**src/hw/rtl/mppt_po_pkg.sv**
```systemverilog
// ----------------------------------------------------------------------------
// MPPT perturb-and-observe package
// Shared field widths, register indexes, result codes and bus structs.
// ----------------------------------------------------------------------------
package mppt_po_pkg;

    localparam int POWER_W       = 16;
    localparam int CURRENT_W     = 16;
    localparam int CHARGE_W      = 15;
    localparam int DUTY_W        = 8;
    localparam int CFG_DATA_W    = 16;
    localparam int CFG_INDEX_W   = 3;
    localparam int POWER_BITS_DEF = 16;

    // Stream widths; tdata widths rounded up to whole bytes
    localparam int IN_TDATA_W  = 48;
    localparam int OUT_TDATA_W = 24;
    localparam int OUT_TUSER_W = 4;

    // Register indexes
    localparam logic [CFG_INDEX_W-1:0] CFG_STANDBY_POWER  = 3'd0;
    localparam logic [CFG_INDEX_W-1:0] CFG_STANDBY_CHARGE = 3'd1;
    localparam logic [CFG_INDEX_W-1:0] CFG_ENABLE_POWER   = 3'd2;
    localparam logic [CFG_INDEX_W-1:0] CFG_DUTY_START     = 3'd3;
    localparam logic [CFG_INDEX_W-1:0] CFG_DUTY_MAX       = 3'd4;

    // Register reset values
    localparam logic [POWER_W-1:0]  RST_STANDBY_POWER  = 16'd100;
    localparam logic [CHARGE_W-1:0] RST_STANDBY_CHARGE = 15'd100;
    localparam logic [POWER_W-1:0]  RST_ENABLE_POWER   = 16'd500;
    localparam logic [DUTY_W-1:0]   RST_DUTY_START     = 8'd159;
    localparam logic [DUTY_W-1:0]   RST_DUTY_MAX       = 8'd160;

    typedef enum logic [1:0] {
        STEP_NONE  = 2'd0,
        STEP_LIMIT = 2'd1,
        STEP_PO    = 2'd2
    } t_step_kind;

    typedef enum logic [1:0] {
        MODE_NONE    = 2'd0,
        MODE_STANDBY = 2'd1,
        MODE_ENABLE  = 2'd2
    } t_mode;

    typedef struct packed {
        logic [POWER_W-1:0]  standby_power_limit;
        logic [CHARGE_W-1:0] standby_charge_limit;
        logic [POWER_W-1:0]  enable_power_limit;
        logic [DUTY_W-1:0]   duty_start;
        logic [DUTY_W-1:0]   duty_max;
    } t_cfg;

    typedef struct packed {
        logic [CHARGE_W-1:0]         max_charge;
        logic signed [CURRENT_W-1:0] battery_current;
        logic [POWER_W-1:0]          solar_power;
    } t_sample;

    typedef struct packed {
        logic               enabled;
        logic [DUTY_W-1:0]  high_compare;
        logic [DUTY_W:0]    low_compare;
        logic               moved_up;
        t_step_kind         step_kind;
        t_mode              mode_change;
    } t_result;

endpackage

```
**src/hw/rtl/mppt_po_cfg.sv**
```systemverilog
// ----------------------------------------------------------------------------
// MPPT configuration registers
// Write-only register bank for thresholds and duty limits.
// ----------------------------------------------------------------------------
module mppt_po_cfg (
    input  logic                                i_clk,
    input  logic                                i_rst_n,
    input  logic                                i_cfg_wr_en,
    input  logic [mppt_po_pkg::CFG_INDEX_W-1:0] i_cfg_index,
    input  logic [mppt_po_pkg::CFG_DATA_W-1:0]  i_cfg_wdata,
    output mppt_po_pkg::t_cfg                   o_cfg
);
    import mppt_po_pkg::*;

    t_cfg r_cfg;
    t_cfg n_cfg;

    always_comb begin
        n_cfg = r_cfg;
        if (i_cfg_wr_en) begin
            unique case (i_cfg_index)
                CFG_STANDBY_POWER:  n_cfg.standby_power_limit  = i_cfg_wdata[POWER_W-1:0];
                CFG_STANDBY_CHARGE: n_cfg.standby_charge_limit = i_cfg_wdata[CHARGE_W-1:0];
                CFG_ENABLE_POWER:   n_cfg.enable_power_limit   = i_cfg_wdata[POWER_W-1:0];
                CFG_DUTY_START:     n_cfg.duty_start           = i_cfg_wdata[DUTY_W-1:0];
                CFG_DUTY_MAX:       n_cfg.duty_max             = i_cfg_wdata[DUTY_W-1:0];
                default:            n_cfg = r_cfg;   // unmapped index, dropped
            endcase
        end
    end

    always_ff @(posedge i_clk) begin
        if (!i_rst_n) begin
            r_cfg.standby_power_limit  <= RST_STANDBY_POWER;
            r_cfg.standby_charge_limit <= RST_STANDBY_CHARGE;
            r_cfg.enable_power_limit   <= RST_ENABLE_POWER;
            r_cfg.duty_start           <= RST_DUTY_START;
            r_cfg.duty_max             <= RST_DUTY_MAX;
        end else begin
            r_cfg <= n_cfg;
        end
    end

    assign o_cfg = r_cfg;

endmodule

```
**src/hw/rtl/mppt_po_step.sv**
```systemverilog
// ----------------------------------------------------------------------------
// MPPT tracker step
// Tracker state and the combinational mode/duty update for one sample.
// ----------------------------------------------------------------------------
module mppt_po_step #(
    parameter int POWER_BITS = mppt_po_pkg::POWER_BITS_DEF
) (
    input  logic                 i_clk,
    input  logic                 i_rst_n,
    input  logic                 i_advance,   // sample consumed this cycle
    input  mppt_po_pkg::t_cfg    i_cfg,
    input  mppt_po_pkg::t_sample i_sample,
    output mppt_po_pkg::t_result o_result
);
    import mppt_po_pkg::*;

    // Power compares use the low bits only; the sample field is 16 bits wide
    localparam int PW = (POWER_BITS < POWER_W) ? POWER_BITS : POWER_W;

    logic [DUTY_W-1:0] r_duty;
    logic              r_running;
    logic              r_last_up;
    logic [PW-1:0]     r_prev_power;

    logic [DUTY_W-1:0] n_duty;
    logic              n_running;
    logic              n_last_up;
    logic [PW-1:0]     n_prev_power;

    logic [PW-1:0]     power;
    logic              go_standby;
    logic              go_enable;
    logic              do_step;
    logic              cur_limit;
    logic              rose;
    logic              step_up;
    logic [DUTY_W-1:0] duty_base;
    logic [DUTY_W:0]   duty_inc;
    logic [DUTY_W-1:0] duty_up;
    logic [DUTY_W-1:0] duty_down;

    always_comb begin
        power      = i_sample.solar_power[PW-1:0];
        go_standby = r_running && (power < i_cfg.standby_power_limit[PW-1:0])
                     && (i_sample.max_charge > i_cfg.standby_charge_limit);
        go_enable  = !r_running && (power > i_cfg.enable_power_limit[PW-1:0]);
        do_step    = r_running || go_enable;

        // signed current against an unsigned limit: widen both to 17 bits
        cur_limit  = $signed({i_sample.battery_current[CURRENT_W-1],
                              i_sample.battery_current})
                     >= $signed({2'b00, i_sample.max_charge});
        rose       = power > r_prev_power;
        step_up    = !cur_limit && (rose ~^ r_last_up);

        duty_base  = go_enable ? i_cfg.duty_start : r_duty;
        duty_inc   = {1'b0, duty_base} + {{DUTY_W{1'b0}}, 1'b1};
        duty_up    = (duty_inc > {1'b0, i_cfg.duty_max}) ? i_cfg.duty_max
                                                         : duty_inc[DUTY_W-1:0];
        duty_down  = (duty_base == '0) ? '0 : duty_base - {{(DUTY_W-1){1'b0}}, 1'b1};

        n_running    = go_standby ? 1'b0 : (go_enable ? 1'b1 : r_running);
        n_duty       = do_step ? (step_up ? duty_up : duty_down) : r_duty;
        n_last_up    = do_step ? step_up : r_last_up;
        n_prev_power = do_step ? power : r_prev_power;
    end

    always_comb begin
        o_result.enabled      = n_running;
        o_result.high_compare = n_duty;
        o_result.low_compare  = {1'b0, n_duty} + {{DUTY_W{1'b0}}, 1'b1};
        o_result.moved_up     = n_last_up;
        if (!do_step) begin
            o_result.step_kind = STEP_NONE;
        end else if (cur_limit) begin
            o_result.step_kind = STEP_LIMIT;
        end else begin
            o_result.step_kind = STEP_PO;
        end
        if (go_standby) begin
            o_result.mode_change = MODE_STANDBY;
        end else if (go_enable) begin
            o_result.mode_change = MODE_ENABLE;
        end else begin
            o_result.mode_change = MODE_NONE;
        end
    end

    always_ff @(posedge i_clk) begin
        if (!i_rst_n) begin
            r_duty       <= '0;
            r_running    <= 1'b0;
            r_last_up    <= 1'b0;
            r_prev_power <= '0;
        end else if (i_advance) begin
            r_duty       <= n_duty;
            r_running    <= n_running;
            r_last_up    <= n_last_up;
            r_prev_power <= n_prev_power;
        end
    end

    a_limit_goes_down: assert property (@(posedge i_clk) disable iff (!i_rst_n)
        (i_advance && o_result.step_kind == STEP_LIMIT) |-> !o_result.moved_up)
        else $error("current-limit step did not go down");

    a_state_tracks_result: assert property (@(posedge i_clk) disable iff (!i_rst_n)
        i_advance |=> (r_running == $past(o_result.enabled))
                      && (r_duty == $past(o_result.high_compare)))
        else $error("tracker state does not match delivered result");

    a_up_saturates: assert property (@(posedge i_clk) disable iff (!i_rst_n)
        (i_advance && o_result.step_kind == STEP_PO && o_result.moved_up)
        |-> (o_result.high_compare <= i_cfg.duty_max))
        else $error("up step exceeded duty maximum");

    a_enable_from_off: assert property (@(posedge i_clk) disable iff (!i_rst_n)
        (i_advance && o_result.mode_change == MODE_ENABLE)
        |-> (!r_running && o_result.enabled && o_result.step_kind != STEP_NONE))
        else $error("enable transaction from a running tracker");

    a_idle_no_change: assert property (@(posedge i_clk) disable iff (!i_rst_n)
        (i_advance && o_result.step_kind == STEP_NONE) |=> $stable(r_prev_power))
        else $error("power memory changed without a step");

endmodule

```
**src/hw/rtl/mppt_perturb_observe_pwm.sv**
```systemverilog
// ----------------------------------------------------------------------------
// MPPT perturb-and-observe PWM controller
// Stream wrapper: input register, tracker step, registered result.
// ----------------------------------------------------------------------------
// One sample transaction can be accepted every clock cycle while the output
// is not stalled; its result appears on the master side after passing the
// input register and then the result register. The rate is set by the
// tracker state loop, which closes combinationally through a few compares
// and one saturating duty increment. Output back-pressure stalls the input
// register; while a finished result waits, the input side accepts only
// into an empty input register. Configuration writes take effect on the
// next cycle and should be made only while no sample is in flight.
module mppt_perturb_observe_pwm #(
    parameter int POWER_BITS = mppt_po_pkg::POWER_BITS_DEF
) (
    input  logic                                i_clk,
    input  logic                                i_rst_n,
    // configuration write port
    input  logic                                i_cfg_wr_en,
    input  logic [mppt_po_pkg::CFG_INDEX_W-1:0] i_cfg_index,
    input  logic [mppt_po_pkg::CFG_DATA_W-1:0]  i_cfg_wdata,
    // sample stream
    input  logic                                s_axis_tvalid,
    output logic                                s_axis_tready,
    // [15:0] solar_power, [31:16] battery_current, [46:32] max_charge, [47] zero
    input  logic [mppt_po_pkg::IN_TDATA_W-1:0]  s_axis_tdata,
    // result stream
    output logic                                m_axis_tvalid,
    input  logic                                m_axis_tready,
    // [0] enabled, [8:1] high_compare, [17:9] low_compare, [18] moved_up,
    // [23:19] zero
    output logic [mppt_po_pkg::OUT_TDATA_W-1:0] m_axis_tdata,
    // [1:0] step_kind, [3:2] mode_change
    output logic [mppt_po_pkg::OUT_TUSER_W-1:0] m_axis_tuser
);
    import mppt_po_pkg::*;

    t_cfg    cfg;
    t_result step_result;
    logic    s_accept;
    logic    advance;

    logic    r_in_valid;
    logic    n_in_valid;
    t_sample r_sample;
    logic    r_out_valid;
    logic    n_out_valid;
    t_result r_result;

    mppt_po_cfg u_cfg (
        .i_clk       (i_clk),
        .i_rst_n     (i_rst_n),
        .i_cfg_wr_en (i_cfg_wr_en),
        .i_cfg_index (i_cfg_index),
        .i_cfg_wdata (i_cfg_wdata),
        .o_cfg       (cfg)
    );

    mppt_po_step #(
        .POWER_BITS (POWER_BITS)
    ) u_step (
        .i_clk     (i_clk),
        .i_rst_n   (i_rst_n),
        .i_advance (advance),
        .i_cfg     (cfg),
        .i_sample  (r_sample),
        .o_result  (step_result)
    );

    always_comb begin
        advance       = r_in_valid && (!r_out_valid || m_axis_tready);
        s_axis_tready = !r_in_valid || advance;
        s_accept      = s_axis_tvalid && s_axis_tready;
        n_in_valid    = s_accept || (r_in_valid && !advance);
        n_out_valid   = advance || (r_out_valid && !m_axis_tready);
    end

    always_ff @(posedge i_clk) begin
        if (!i_rst_n) begin
            r_in_valid  <= 1'b0;
            r_out_valid <= 1'b0;
        end else begin
            r_in_valid  <= n_in_valid;
            r_out_valid <= n_out_valid;
        end
    end

    always_ff @(posedge i_clk) begin
        if (s_accept) begin
            r_sample <= s_axis_tdata[POWER_W+CURRENT_W+CHARGE_W-1:0];
        end
        if (advance) begin
            r_result <= step_result;
        end
    end

    assign m_axis_tvalid = r_out_valid;
    assign m_axis_tdata  = {5'b0, r_result.moved_up, r_result.low_compare,
                            r_result.high_compare, r_result.enabled};
    assign m_axis_tuser  = {r_result.mode_change, r_result.step_kind};

endmodule

```
**config.mk**
```make
export PLATFORM = sky130hd
export DESIGN_NAME = mppt_perturb_observe_pwm
export DESIGN_NICKNAME = d
export VERILOG_FILES = /design/src/hw/rtl/mppt_po_pkg.sv /design/src/hw/rtl/mppt_po_cfg.sv /design/src/hw/rtl/mppt_po_step.sv /design/src/hw/rtl/mppt_perturb_observe_pwm.sv
export SDC_FILE = /design/constraint.sdc
export NUM_CORES = 1
export LEC_CHECK = 0
export ABC_AREA = 1
export BUFFER_PORTS_ARGS = -buffer_cell sky130_fd_sc_hd__buf_2
export CAP_MARGIN = 20
export CORE_ASPECT_RATIO = 1.75
export CORE_MARGIN = 4
export CORE_UTILIZATION = 61
export CTS_BUF_LIST = sky130_fd_sc_hd__clkbuf_8
export CTS_CLUSTER_SIZE = 25
export DETAILED_ROUTE_END_ITERATION = 7
export PLACE_DENSITY = 0.83
export SETUP_SLACK_MARGIN = 0.05
export SLEW_MARGIN = 20
export SYNTH_ARGS = -nofsm -noshare
export SYNTH_HDL_FRONTEND = slang
export SYNTH_SLANG_ARGS = --single-unit
```
**constraint.sdc**
```tcl
create_clock -name i_clk -period 5.9 [get_ports i_clk]
set_clock_uncertainty 0.2 [all_clocks]
set_input_delay 1.18 -clock i_clk [delete_from_list [all_inputs] [get_ports i_clk]]
set_output_delay 1.18 -clock i_clk [all_outputs]
set_load 0.1 [all_outputs]
```
==> metrics.md, run 1 <==
| Metric | Value |
|---|---|
| Run status | `finished clean` |
| GR Util All Layers | `25.0%` |
| Final ANT Viol Nets | `0` |
| Slew Viols, Final | `0` |
| Share of layout cells above drive strength 1 | `between 10% and 20%` |
| Die Width | `roughly 100 um` |
| Power per cell area | `289 nW/um^2` |
| Post-synthesis async set-or-reset flop share | `0%` |
| Rows | `57` |
| Global-route wire length before repair | `~32 mm` |
| Shortest period the worst path allows | `5.34 ns` |
| Final worst path period share | `between 90% and 100%` |
| Synth top cells by count | `inv_1 (156), nand2_1 (153), a21oi_1 (108)` |
| Layout Cells excl Fill | `1274` |
| Worst path slowest cell | `edfxtp_1` |
| CTS Buf Count | `17` |
| Most frequent CP cell | `nand2_1` |
| Setup bufs post-CTS | `0` |
| Synthesized area | `8590 um^2` |
| Final core utilization | `69.1%` |
| VDD IR max | `0.179 mV` |
| Root Buffer | `clkbuf_8` |
| Max Fclk | `~0.19 GHz` |
| Die area | `16100 um^2` |
| Pre-CTS setup slack | `0.408 ns` |
| Top FF cell, synth | `dfxtp_1` |
| Number of diodes | `0` |
| Vias in the first global route | `6977` |
| Vias per std cell | `5.48` |
| Setup ws final | `0.557 ns` |
| First-pass DRT Iterations | `5` |
| CP startpoint kind | `register` |
| Count leader, synth | `inv_1` |
| Crit path DAT | `5.37 ns` |
| Initial drt markers | `between 200 and 300` |
| Max Fanout on Critical Path | `14` |
| Top cell type's share of synthesized area | `between 20% and 30%` |
| Layout fillers | `1138` |
| Relative slew slack | `29.4%` |
| CTS tree | `built` |
| Post-synth EDFFs | `70` |
| Multi-input logic area | `3920 um^2` |
| Max Cap Violations | `0` |
| H-tree depth | `4` |
| Final wirelength | `19.8 mm` |
| R2R Setup Slk | `about 0.56 ns` |
| CTS sink count | `161` |
| Core area | `13800 um^2` |
| Ranking of synthesized cells by area | `edfxtp_1 (24%), dfxtp_1 (21%), ha_1 (13%)` |
| Max incr delay on CP | `approximately 0.47 ns` |
| Fin Hold WS | `around 0.26 ns` |
| Setup TNS | `0 ns` |
| Reg area | `3920 um^2` |
| Layout area overhead | `11.3%` |
| Synth cell types | `47` |
| Finish-stage setup viols | `0` |
| CP Capture Type | `register` |
| Longest Clk Path Bufs | `2` |
| Final GP Congestion | `0.915` |
| Hold_buf cts | `0` |
| Reg clk slew, reported paths | `0.10 ns` |
| Worst r2r path cells | `34` |
| Mapped Avg Cell Area | `slightly below 9 um^2` |
| #FFs+latches synth | `161` |
| Layout Nets | `1245` |
| RSZ-0062 raised after global routing | `no` |
| Placed Cells | `1242` |
| Area leader, netlist | `edfxtp_1` |
| Leakage | `roughly 4.4 nW` |
| Grt total ovfl | `0` |
| Register area share after synthesis | `45.7%` |
| Chip height | `165 um` |
| Mean routed wirelength per cell | `around 16 um` |
| Initial antenna violation count | `0` |
| Port-buffer cells | `95` |
| Worst path required time | `5.93 ns` |
| Initial Util | `62.1%` |
| Num ports | `102` |
| YS warnings | `0` |
| Worst Max-Slew Pin Slew | `1.05 ns` |
| Worst Hold Class | `register to register` |
| Clock latency on the worst-skew pair | `between 0.4 and 0.5 ns` |
| Hold Vio Cnt, Final | `0` |
| Via count | `between 6000 and 7000` |
| Largest net degree at the start of global routing | `84` |
| DRC | `0` |
| Mapped Cells | `991` |
| Critical path class | `register to register` |
| WHS Path Cells | `2` |
| DP Wirelength | `15.2 mm` |
-- through the flow --
stage	instance area, um^2	power, mW
floorplan	8610	1.85
global placement	9200	2.00
detailed placement	9200	2.03
CTS	9560	2.77
global route	9560	2.91
finish	9560	2.76
-- logic make-up after synthesis --
group                    after synthesis  synth area share [%]
adder cells (fa/ha/maj)               89                  13.0
XOR/XNOR                               3                 0.306
other                                  1                0.0437
buffers and inverters                195                  8.94
AO/OA/AOI/OAI                        233                  15.0
flip-flops                           161                  45.7
AND/OR/NAND/NOR                      309                  17.1
-- worst paths after layout --
check | from | endpoint
max | r_sample[15]$_DFFE_PP_ | m_axis_tdata[15]$_DFFE_PP_
min | u_step.r_prev_power[9]$_SDFFE_PN0P_ | u_step.r_prev_power[9]$_SDFFE_PN0P_
max reg2reg | r_sample[15]$_DFFE_PP_ | m_axis_tdata[15]$_DFFE_PP_
min reg2reg | u_step.r_prev_power[9]$_SDFFE_PN0P_ | u_step.r_prev_power[9]$_SDFFE_PN0P_
-- layer usage --
metal	wire [um]	part of all wire, %	up-vias	GRT usage [%]
li1	-	-	3513	-
met1	6710	34	3189	23.1
met2	11000	55	200	49.7
met3	774	3.9	78	3.63
met4	1350	6.8	0	16.4
met5	0	0	-	0
-- layout by cell type (no fill, tap or decap), types with 2 or more instances in the layout --
cell type / count
inv_2: 7
nand2_4: 7
o21ai_1: 3
o21a_1: 2
nand2_1: 153
clkbuf_8: 17
clkinvlp_4: 4
dfxtp_1: 91
buf_4: 6
xor2_1: 3
nor3_1: 5
nand3_2: 3
buf_2: 95
nor2_2: 3
inv_1: 156
inv_6: 4
nand4_1: 26
a21oi_1: 108
a21boi_0: 2
nand3_1: 32
nor2_4: 4
conb_1: 5
o221ai_1: 5
a211oi_1: 2
nand2_2: 22
o21ai_0: 82
inv_8: 4
ha_1: 89
clkinv_2: 2
o211ai_1: 19
edfxtp_1: 70
nor2_1: 48
a21o_1: 2
-- state kept, by name (all words and copies together), names as in the netlist --
name                 flops
r_in_valid               1
u_step.r_duty            8
r_sample                47
m_axis_tdata            19
u_step.r_running         1
u_cfg.o_cfg             63
u_step.r_prev_power     16
m_axis_tvalid            1
u_step.r_last_up         1
m_axis_tuser             4
-- what timing repair did --
action                                 4_1_cts  5_1_grt
gates resized for setup                      0        2
setup endpoints to repair                    0        2
endpoints found under the hold margin        0        0
-- cell type report --
type / count / area share (%)
flip-flops and latches: 161 / 41.0
well taps: 177 / 2.32
inverters: 164 / 6.45
repair buffers: 101 / 5.44
clock inverters: 15 / 1.33
multi-input cells: 639 / 41.0
clock buffers: 17 / 2.45
-- critical path, delay by kind of cell, from the launching register on --
kind	cells	cell delay, ns
AO/OA/AOI/OAI	6	0.68
adder cells (fa/ha/maj)	4	1.01
flip-flops	1	0.47
AND/OR/NAND/NOR	20	2.29
buffers and inverters	4	0.47
-- power breakdown --
group          switching (mW)  internal (mW)  leakage, nW  total [mW]
combinational           0.525          0.206         2.77       0.732
sequential             0.0310           1.25         1.42        1.28
clock                   0.447          0.305        0.178       0.752
total                    1.00           1.76         4.37        2.76
No activity file was read; power rests on OpenSTA's default activity.
==> run 2, diff against run 1 <==
Settings changed: CORE_UTILIZATION 61 to 35, PLACE_DENSITY 0.83 to unset.
==> run 2 against run 1 <==
Compared with the run above:
- critical path depth stayed put
- routed wire length is 5.2% higher
- cell area is 1.7% higher
- via count is 3.2% lower
- largest power group unchanged
- flip-flop and latch count stayed put
- first-iteration DRC count is 27% higher
- largest cell class unchanged
- maximum frequency is 0.92% higher
- utilization is 29 points lower
- register-to-register slack better by 0.05 ns
- clock power is 10% lower
- global-route usage is 9.4 points lower
==> metrics.md, run 2 (synthesis gave the netlist of run 1 again) <==
| Metric | Value |
|---|---|
| Run status | `finished clean` |
| Root Buffer | `clkbuf_8` |
| Final worst path period share | `89.7%` |
| Largest net degree at the start of global routing | `53` |
| Total power | `2.69 mW` |
| RSZ-0062 raised after global routing | `no` |
| R2R Setup Slk | `roughly 0.61 ns` |
| Longest Clk Path Bufs | `2` |
| Core area | `24100 um^2` |
| Relative slew slack | `27.1%` |
| Global-route wire length before repair | `33.0 mm` |
| Final wirelength | `20.9 mm` |
| Num ports | `between 100 and 150` |
| Final GP Congestion | `0.931` |
| Most frequent CP cell | `nand2_1` |
| Die Width | `126 um` |
| Initial antenna violation count | `0` |
| Shortest period the worst path allows | `between 5 and 6 ns` |
| Clock latency on the worst-skew pair | `between 0.4 and 0.5 ns` |
| Die area | `27200 um^2` |
| Reg area | `3920 um^2` |
| Busiest grt layer | `met2` |
| Setup TNS | `0 ns` |
| CP Capture Type | `register` |
| Commonest non-fill, non-tap cell in the layout | `inv_1` |
| Initial Util | `35.6%` |
| Grt total ovfl | `0` |
| Most frequent cells in the layout | `inv_1 (160), nand2_1 (153), a21oi_1 (108), buf_2 (95), dfxtp_1 (91)` |
| CTS Buf Count | `17` |
| Initial drt markers | `369` |
| Vias per std cell | `around 4.8` |
| Crit path DAT | `between 5 and 6 ns` |
| Max incr delay on CP | `0.47 ns` |
| Max Fanout on Critical Path | `14` |
| Share of layout cells above drive strength 1 | `between 10% and 20%` |
| Final ANT Viol Nets | `0` |
| DP Wirelength | `16.3 mm` |
| Met2 usage | `29.4%` |
| VDD IR max | `0.110 mV` |
| Hold Vio Cnt, Final | `0` |
| Vias in the first global route | `6596` |
| Max FFs per register | `63` |
| Worst path slowest cell | `edfxtp_1` |
| Worst Max-Slew Pin Slew | `1.09 ns` |
| CP startpoint kind | `register` |
| Port-buffer cells | `95` |
| Layout fillers | `2425` |
| Mean routed wirelength per cell | `14.8 um` |
| H-tree depth | `4` |
| Finish-stage setup viols | `0` |
| CTS sink count | `161` |
| Leakage | `roughly 4.4 nW` |
| GRT met3 Usage | `roughly 3.2%` |
| Critical path class | `register to register` |
| Worst Hold Class | `register to register` |
| CTS tree | `built` |
| Max Cap Violations | `0` |
| GR Util All Layers | `15.6%` |
| Max Fclk | `0.189 GHz` |
| Power per cell area | `276 nW/um^2` |
| Rows | `75` |
| Slew Viols, Final | `0` |
| Multi-input logic area | `3920 um^2` |
| Reg clk slew, reported paths | `~0.080 ns` |
| Chip height | `215 um` |
| Grt met1 use | `16.5%` |
| First-pass DRT Iterations | `6` |
| Via count | `around 6800` |
| Layout area overhead | `13.3%` |
| Worst path required time | `5.95 ns` |
| DRC | `0` |
| Layout Nets | `1252` |
## run 2: final timing paths
check,start,end,cells past startpoint
worst max-delay path,r_sample[11]$_DFFE_PP_,m_axis_tdata[15]$_DFFE_PP_,34
worst min-delay path,u_step.r_prev_power[9]$_SDFFE_PN0P_,u_step.r_prev_power[9]$_SDFFE_PN0P_,2
worst max register to register,r_sample[11]$_DFFE_PP_,m_axis_tdata[15]$_DFFE_PP_,34
worst min register to register,u_step.r_prev_power[9]$_SDFFE_PN0P_,u_step.r_prev_power[9]$_SDFFE_PN0P_,2
## run 2: critical path: cells and delay by family (launching register included)
family / cells / cell delay [ns]
flip-flops: 1 / 0.47
AO/OA/AOI/OAI: 8 / 1.11
AND/OR/NAND/NOR: 18 / 1.78
buffers and inverters: 4 / 0.49
adder cells (fa/ha/maj): 4 / 1.00
## run 2: cell type report
cell class              instances  share of cell area [%]
well taps                     308                    3.96
clock buffers                  18                    2.55
clock inverters                14                   0.630
diodes                          1                  0.0257
inverters                     164                    6.34
repair buffers                108                    5.89
multi-input cells             639                    40.3
flip-flops and latches        161                    40.3
## run 2: layer usage
| layer | vias up | part of all wire [%] | wire, um |
|---|---|---|---|
| met2 | 146 | 55 | 11400 |
| met3 | 37 | 3.7 | 773 |
| met4 | 0 | 3.4 | 706 |
| li1 | 3535 | - | - |
| met1 | 3041 | 38 | 7980 |
| met5 | - | 0 | 0 |
## run 2: repair_timing
action / 4_1_cts / 5_1_grt
endpoints found under the setup margin: 0 / 6
resized for setup: 0 / 2
setup buffers: 0 / 3
endpoints found under the hold margin: 0 / 0
hold buffers: 0 / 0
## run 2: through the flow
stage | hold WS [ns] | worst slack (ns) | utilization (%) | instances | cell area [um^2]
floorplan | 0.229 | 1.00 | - | 995 | 8610
global placement | 0.243 | 0.497 | 38.9 | 1377 | 9390
detailed placement | 0.252 | 0.401 | 38.9 | 1377 | 9390
CTS | 0.265 | 0.379 | 40.2 | 1409 | 9700
global route | 0.284 | 0.0845 | 40.3 | 1412 | 9730
finish | 0.262 | 0.606 | 40.3 | 1413 | 9730
## run 2: power breakdown
part | switching, mW | leakage [nW] | internal, mW | total, mW
Clock | 0.394 | 0.178 | 0.284 | 0.677
Combinational | 0.522 | 2.81 | 0.211 | 0.733
Sequential | 0.0294 | 1.42 | 1.25 | 1.28
Total | 0.945 | 4.41 | 1.74 | 2.69
